$ cat src/sv/pbce_pkg.sv
// Shared types, constants and helpers of the piecewise Bezier curve evaluator.
package pbce_pkg;

  localparam int MAX_SEGMENTS = 256;
  localparam int SEG_WORDS    = 42;
  localparam int COMPONENTS   = 10;
  localparam int VALUE_WIDTH  = 32;
  localparam int TABLE_WORDS  = MAX_SEGMENTS * SEG_WORDS;
  localparam int ADDR_W       = $clog2(TABLE_WORDS);
  localparam int SLOT_W       = 8;
  localparam int WORD_W       = 6;
  localparam int COUNT_W      = 9;
  localparam int FRAC_W       = 16;
  localparam int IN_DATA_W    = 80;
  localparam int OUT_DATA_W   = SLOT_W + COMPONENTS * VALUE_WIDTH;

  localparam logic [WORD_W-1:0] W_START  = 6'd0;
  localparam logic [WORD_W-1:0] W_END    = 6'd1;
  localparam logic [WORD_W-1:0] W_POINTS = 6'd2;

  localparam logic [4:0] DIV_LAST   = 5'd16;
  localparam logic [4:0] PT_LAST    = 5'd4;
  localparam logic [2:0] BLEND_LAST = 3'd5;
  localparam logic [3:0] COMP_LAST  = 4'(COMPONENTS - 1);

  typedef enum logic [3:0] {
    ST_IDLE, ST_S_RD, ST_S_CMP, ST_E_RD0, ST_E_RD1, ST_E_CHK,
    ST_DIV, ST_P_RD, ST_BL_MUL, ST_BL_ADD, ST_DONE
  } ctrl_state_t;

  typedef enum logic [1:0] {RD_MID, RD_START, RD_END, RD_POINT} rd_sel_t;

  typedef struct packed {
    logic       load_we;
    logic       search_init;
    logic       search_upd;
    rd_sel_t    rd_sel;
    logic       start_latch;
    logic       div_init;
    logic       div_step;
    logic       div_first;
    logic [1:0] pt;
    logic [3:0] comp;
    logic       p_load;
    logic [1:0] p_idx;
    logic       bl_mul;
    logic       bl_add;
    logic [1:0] bj;
    logic       comp_we;
    logic       out_load;
    logic       out_found;
  } dp_cmd_t;

  typedef struct packed {
    logic n_zero;
    logic span_gt1;
    logic in_range;
    logic out_busy;
  } dp_stat_t;

  // Word address of the first word of a segment.
  function automatic logic [ADDR_W-1:0] seg_base(input logic [SLOT_W-1:0] seg);
    seg_base = ADDR_W'(seg) * ADDR_W'(SEG_WORDS);
  endfunction

  // Lower operand slot of each de Casteljau step, done in place.
  function automatic logic [1:0] blend_target(input logic [2:0] step);
    case (step)
      3'd1:    blend_target = 2'd1;
      3'd2:    blend_target = 2'd2;
      3'd4:    blend_target = 2'd1;
      default: blend_target = 2'd0;
    endcase
  endfunction

endpackage

$ cat src/sv/pbce_ctrl.sv
// Controller: sequences search, range check, division and interpolation.
module pbce_ctrl import pbce_pkg::*; (
  input  logic     clk,
  input  logic     rst,
  input  logic     s_tvalid,
  input  logic     s_tuser,
  output logic     s_tready,
  input  logic     m_tready,
  input  dp_stat_t stat,
  output dp_cmd_t  cmd
);

  ctrl_state_t state, state_next;
  logic [4:0]  cnt;
  logic [3:0]  comp_k;
  logic [2:0]  bstep;
  logic        found;
  logic        acc;

  assign acc = s_tvalid && s_tready;

  always_comb begin
    state_next = state;
    unique case (state)
      ST_IDLE:   if (acc && s_tuser) state_next = stat.n_zero ? ST_DONE : ST_S_RD;
      ST_S_RD:   state_next = stat.span_gt1 ? ST_S_CMP : ST_E_RD0;
      ST_S_CMP:  state_next = ST_S_RD;
      ST_E_RD0:  state_next = ST_E_RD1;
      ST_E_RD1:  state_next = ST_E_CHK;
      ST_E_CHK:  state_next = stat.in_range ? ST_DIV : ST_DONE;
      ST_DIV:    if (cnt == DIV_LAST) state_next = ST_P_RD;
      ST_P_RD:   if (cnt == PT_LAST) state_next = ST_BL_MUL;
      ST_BL_MUL: state_next = ST_BL_ADD;
      ST_BL_ADD: begin
        if (bstep == BLEND_LAST) begin
          state_next = (comp_k == COMP_LAST) ? ST_DONE : ST_P_RD;
        end else begin
          state_next = ST_BL_MUL;
        end
      end
      ST_DONE:   if (!stat.out_busy || m_tready) state_next = ST_IDLE;
      default:   state_next = ST_IDLE;
    endcase
  end

  always_comb begin
    cmd          = '0;
    cmd.rd_sel   = RD_MID;
    cmd.pt       = cnt[1:0];
    cmd.comp     = comp_k;
    cmd.bj       = blend_target(bstep);
    cmd.p_idx    = 2'(cnt - 5'd1);
    cmd.out_found = found;
    s_tready     = 1'b0;
    unique case (state)
      ST_IDLE: begin
        // The request side is always ready here, so tvalid alone marks a request.
        s_tready        = 1'b1;
        cmd.load_we     = s_tvalid && !s_tuser;
        cmd.search_init = s_tvalid && s_tuser;
      end
      ST_S_CMP:  cmd.search_upd = 1'b1;
      ST_E_RD0:  cmd.rd_sel = RD_START;
      ST_E_RD1: begin
        cmd.rd_sel      = RD_END;
        cmd.start_latch = 1'b1;
      end
      ST_E_CHK:  cmd.div_init = 1'b1;
      ST_DIV: begin
        cmd.div_step  = 1'b1;
        cmd.div_first = (cnt == '0);
      end
      ST_P_RD: begin
        cmd.rd_sel = RD_POINT;
        cmd.p_load = (cnt != '0);
      end
      ST_BL_MUL: cmd.bl_mul = 1'b1;
      ST_BL_ADD: begin
        cmd.bl_add  = 1'b1;
        cmd.comp_we = (bstep == BLEND_LAST);
      end
      ST_DONE:   cmd.out_load = !stat.out_busy || m_tready;
      default: ;
    endcase
  end

  always_ff @(posedge clk) begin
    if (rst) begin
      state  <= ST_IDLE;
      cnt    <= '0;
      comp_k <= '0;
      bstep  <= '0;
      found  <= 1'b0;
    end else begin
      state <= state_next;
      if (state != state_next) begin
        cnt <= '0;
      end else if (state == ST_DIV || state == ST_P_RD) begin
        cnt <= cnt + 5'd1;
      end
      if (cmd.search_init) begin
        comp_k <= '0;
        bstep  <= '0;
        found  <= 1'b0;
      end
      if (state == ST_E_CHK && stat.in_range) begin
        found <= 1'b1;
      end
      if (state == ST_BL_ADD) begin
        if (bstep == BLEND_LAST) begin
          bstep  <= '0;
          comp_k <= comp_k + 4'd1;
        end else begin
          bstep <= bstep + 3'd1;
        end
      end
    end
  end

  a_out_free: assert property (@(posedge clk) disable iff (rst)
    cmd.out_load |-> !(stat.out_busy && !m_tready))
    else $error("result register overwritten while still held");
  a_div_len: assert property (@(posedge clk) disable iff (rst)
    (state == ST_DIV) |-> (cnt <= DIV_LAST))
    else $error("division ran past its last quotient bit");
  a_comp_range: assert property (@(posedge clk) disable iff (rst)
    (state == ST_BL_ADD) |-> (comp_k <= COMP_LAST && bstep <= BLEND_LAST))
    else $error("interpolation counters out of range");
  a_found_path: assert property (@(posedge clk) disable iff (rst)
    (state == ST_DIV) |-> found)
    else $error("division started for a parameter outside its segment");

endmodule

$ cat config.mk
export PLATFORM = sky130hd
export DESIGN_NAME = pbce_ctrl
export DESIGN_NICKNAME = d
export VERILOG_FILES = /design/src/sv/pbce_pkg.sv /design/src/sv/pbce_ctrl.sv
export SDC_FILE = /design/constraint.sdc
export NUM_CORES = 1
export LEC_CHECK = 0
export BUFFER_PORTS_ARGS = -buffer_cell sky130_fd_sc_hd__buf_2
export CAP_MARGIN = 30
export CORE_ASPECT_RATIO = 1.25
export CORE_UTILIZATION = 46
export CTS_CLUSTER_DIAMETER = 50
export DETAILED_ROUTE_END_ITERATION = 10
export HOLD_SLACK_MARGIN = 0.05
export PLACE_DENSITY = 0.75
export REMOVE_ABC_BUFFERS = 1
export SLEW_MARGIN = 20
export SYNTH_ARGS = -nofsm -noshare
export SYNTH_HDL_FRONTEND = slang
export SYNTH_SLANG_ARGS = --single-unit
$ cat constraint.sdc
create_clock -name clk -period 1.6 [get_ports clk]
set_input_delay 0.24 -clock clk [delete_from_list [all_inputs] [get_ports clk]]
set_output_delay 0.24 -clock clk [all_outputs]
set_load 0.05 [all_outputs]
==> impl_metrics.csv, run 1 <==
group,metric,value,unit
clocking,cts_max_path_buffers,2,
timing,worstEpCategory,"primary output",
logic_synthesis,syn_area,0.001219,mm2
place,io_buffers,34,
run_status,failing_step,"5_1_grt",
logic_synthesis,yosys.area.top_type_share,0.2793,
clocking,h-tree-depth,1,
die,die_x,48.04,um
die,ios,35,
clocking,cts_buffers,3,
run_status,error,"[ERROR GRT-0232] Routing congestion too high. Check the congestion heatmap in the GUI.",
logic_synthesis,synth_cells,155,
place,gp_congestion,0.8782,
logic_synthesis,synth_cell_types,48,
clocking,cts_root_buf,"clkbuf_4",
grt,gr-total-overflow,8,
logic_synthesis,ys_warn_count,0,
die,fp-row-count,20,
logic_synthesis,ys_seq_area_frac,0.2793,
logic_synthesis,synth_edf_count,0,
timing,grt-worst-endpoint,"cmd[16]",
logic_synthesis,yosys_most_used_dff,"dfxtp_1",
run_status,status,"aborted with a tool error",
logic_synthesis,synth_area_per_cell,7.862,um2
clocking,clock-sinks,17,
grt,grt_max_degree,14,
place,post-dp-hpwl,2858,um
clocking,ctsHoldBuffers,0,
die,die_h,59.55,um
logic_synthesis,ys_seq_elements,17,
logic_synthesis,synthArstFlopShare,0,
logic_synthesis,synth_most_common_cell,"nor2_1",
grt,track_usage,0.6299,
logic_synthesis,synth_area_leaders,"dfxtp_1, nor2_1, a21oi_1",
logic_synthesis,yosys-top-cells-count,"nor2_1, dfxtp_1, a21oi_1, inv_1, nand2_1",
die,initial_core_util,0.4919,
logic_synthesis,yosysTopAreaCell,"dfxtp_1",
==> stage by stage <==
step | instances | setup WS (ps) | hold slack [ps] | util | cell area (um2)
floorplan | 146 | -1484 | 309.1 | - | 1161
CTS | 269 | -282.4 | 202.3 | 0.8535 | 2115
detailed placement | 252 | -289.9 | 492.6 | 0.6722 | 1665
global placement | 252 | -226.6 | 474.3 | 0.6722 | 1665
==> per-layer routing <==
metal,track usage,GRT overflow
met5,0,0
met4,0.5992,3
met3,0.4085,0
met2,0.8089,5
met1,0.6598,0
==> kinds of logic after synthesis <==
| family | share of synthesized area |
|---|---|
| flip-flops | 0.2793 |
| adder cells (fa/ha/maj) | 0.04107 |
| AND/OR/NAND/NOR | 0.3634 |
| multiplexers | 0.008214 |
| AO/OA/AOI/OAI | 0.1807 |
| buffers and inverters | 0.07802 |
| XOR/XNOR | 0.04929 |
==> timing repair <==
| item | CTS |
|---|---|
| buffers inserted | 12 |
| pin swaps | 11 |
| resized for setup | 79 |
| hold endpoints to repair | 0 |
| setup endpoints to repair | 24 |
| gates cloned | 1 |
==> inputs of run 2 (changes only) <==
CORE_AREA = 2 2 63 65   (was unset)
CORE_ASPECT_RATIO = unset   (was 1.25)
CORE_UTILIZATION = unset   (was 46)
CTS_CLUSTER_DIAMETER = unset   (was 50)
DIE_AREA = 0 0 65 67   (was unset)
HOLD_SLACK_MARGIN = unset   (was 0.05)
PLACE_DENSITY = unset   (was 0.75)
PLACE_DENSITY_LB_ADDON = 0.15   (was unset)
clock period = 2.1 ns   (was 1.6 ns; I/O delays follow)
==> run 2 against run 1 <==
Compared with the run above: the flow now finishes without violations; synthesized cell count is the same; area after synthesis is the same.
==> impl_metrics.csv, run 2 <==
group,metric,value,unit
run_status,status,"complete, no violations",
timing,clock.fmax,0.4994,GHz
drt,drtIter0Drc,48,
timing,period_share,0.9536,
finish,top_register,"cnt",
grt,antenna_found_initial,0,
finish,largest_reg_flops,5,
worst_setup_path,crit_chain,"inv_2 > ha_2 > or4b_4 > and2_1 > buf_4",
timing,clock_skew,0.8346,ps
grt,track_usage,0.1463,
timing,grt_setup_unrepaired,"false",
clocking,cts_buffers,3,
clocking,clkTransAtPathRegs,60,ps
die,fp.dieArea,0.004355,mm2
worst_setup_path,r2r_start,"cnt[0]$_SDFFE_PP0P_",
timing,slew_headroom,0.6247,
finish,top_regs,"cnt (5), comp_k (4), state (4)",
timing,hold_viol,0,
finish,n_antenna_cell,0,
worst_setup_path,critPathLaunch,"cnt[0]$_SDFFE_PP0P_",
die,coreArea,0.003606,mm2
drt,vias,1222,
logic_synthesis,yosys.area.top_type_share,0.2793,
timing,setup_slack,97.45,ps
logic_synthesis,ys_seq_elements,17,
timing,final.setup.tns,0,ps
finish,n_fill_cell,376,
finish,final_cell_mix,"buf_2, nor2_1, a21oi_1, dfxtp_1, buf_4",
grt,gr-total-overflow,0,
worst_setup_path,cpPeakStageDelay,470,ps
logic_synthesis,synth_edf_count,0,
die,die_h,67,um
logic_synthesis,synth_area_leaders,"dfxtp_1, nor2_1, a21oi_1",
logic_synthesis,synth_area_per_cell,7.862,um2
clocking,cts_setup_buffers,0,
timing,finalMaxSlewViolations,0,
worst_hold_path,min_path_type,"primary input to flop",
drt,drt-pass1-iter-count,4,
die,die_x,65,um
worst_setup_path,arrival,1690,ps
logic_synthesis,ys_seq_area_frac,0.2793,
place,placedCellCount,235,
worst_setup_path,path_class,"flop to primary output",
clocking,clock_latency,250,ps
die,fp-row-count,22,
logic_synthesis,yosys_most_used_dff,"dfxtp_1",
worst_setup_path,critical_path_peak_fanout,4,
die,initial_core_util,0.3380,
logic_synthesis,synth_most_common_cell,"nor2_1",
clocking,clock-sinks,17,
finish,fin_nets,205,
clocking,cts_tree,"done",
worst_hold_path,hp-start,"stat[3]",
timing,period_minus_slack,2003,ps
grt,grt_max_degree,15,
die,ios,35,
finish,layout_commonest_cell,"buf_2",
place,io_buffers,34,
logic_synthesis,yosysTopAreaCell,"dfxtp_1",
drt,vias_per_cell,5.113,
logic_synthesis,yosys-top-cells-count,"nor2_1, dfxtp_1, a21oi_1, inv_1, nand2_1",
logic_synthesis,syn_area,0.001219,mm2
finish,area_growth,24.43,%
power_and_ir_drop,p_leak,0.0006514,uW
timing,finalSetupViolations,0,
power_and_ir_drop,cellPowerDensity,711.5,mW/mm2
logic_synthesis,synthArstFlopShare,0,
job,maxCapViolations,0,
place,gp_congestion,0.8240,
grt,grt_pass1_wl,5009,um
drt,drt_wl_total,3028,um
finish,drive_gt1_frac,0.3194,
finish,final_cells,239,
logic_synthesis,synth_cells,155,
place,dp_slack,111.9,ps
power_and_ir_drop,peakVddDrop,0.0002803,V
timing,worst_pin_slew,555.4,ps
place,post-dp-hpwl,2422,um
worst_setup_path,rrSetupSlack,170,ps
worst_setup_path,cp-start-kind,"flop",
drt,routedWlPerCell,12.67,um
worst_setup_path,cp.required,1780,ps
worst_setup_path,cp_slowest_cell,"or4b_4",
grt,grt_pass1_vias,1109,
clocking,cts_root_buf,"clkbuf_8",
worst_setup_path,endpoint_kind,"primary output",
drt,drcViolationCount,0,
drt,ant_nets,0,
clocking,h-tree-depth,1,
logic_synthesis,synth_cell_types,48,
clocking,cts_max_path_buffers,2,
logic_synthesis,ys_warn_count,0,
[run 2: cell counts after synthesis]
No cell type changed its count.
[run 2: final cells by class]
cell class	instances	area, um2	area share
Tap cell	48	60.06	0.03960
Clock buffer	4	45.04	0.02970
Timing Repair Buffer	41	227.7	0.1502
Inverter	10	37.54	0.02475
Multi-Input combinational cell	119	803.3	0.5297
Sequential cell	17	342.8	0.2261
[run 2: logic make-up after synthesis]
logic type / after synthesis / share of synthesized area
buf+inv: 19 / 0.07802
fa+ha+maj: 4 / 0.04107
simple gates: 76 / 0.3634
xor+xnor: 6 / 0.04929
mux: 1 / 0.008214
compound gates: 32 / 0.1807
flops: 17 / 0.2793
[run 2: what timing repair did]
item	in CTS	in global routing
resized for setup	6	3
hold buffers	0	0
endpoints found under the setup margin	3	4
[run 2: worst paths after layout]
check / to / cells after the start
worst min-delay path: state[0]$_SDFF_PP0_ / 4
worst max register to register: cnt[3]$_SDFFE_PP0P_ / 7
worst max-delay path: cmd[9] / 5
worst min register to register: comp_k[3]$_SDFF_PP0_ / 1
[run 2: per-stage QoR]
step	power (uW)	hold slack, ps	util	instance area [um2]
floorplan	704.5	384.1	-	1161
global placement	829.7	473.1	0.4004	1444
detailed placement	832.0	470.2	0.4004	1444
CTS	1090	353.5	0.4198	1514
global route	1153	387.6	0.4205	1516
finish	1079	356.4	0.4205	1516
[run 2: routing by layer]
metal	vias to the layer above	track usage	routed length, um
li1	629	-	-
met1	549	0.1847	1457
met4	0	0.05585	49
met3	6	0.02027	141
met5	-	0	0
met2	38	0.2513	1379
[run 2: power breakdown]
part	total, uW	switching (uW)	leakage, uW	internal (uW)
combinational	448	296	0.000491	152
clock	241	107	0.0000228	134
sequential	389	49.8	0.000138	339
total	1080	453	0.000651	626
[run 2: critical path: cells and delay by family (launching register included)]
| family | cells | cell delay (ps) |
|---|---|---|
| buffers and inverters | 2 | 260 |
| adder cells (fa/ha/maj) | 1 | 200 |
| AND/OR/NAND/NOR | 2 | 640 |
| flip-flops | 1 | 340 |
No activity file was read; power rests on OpenSTA's default activity.
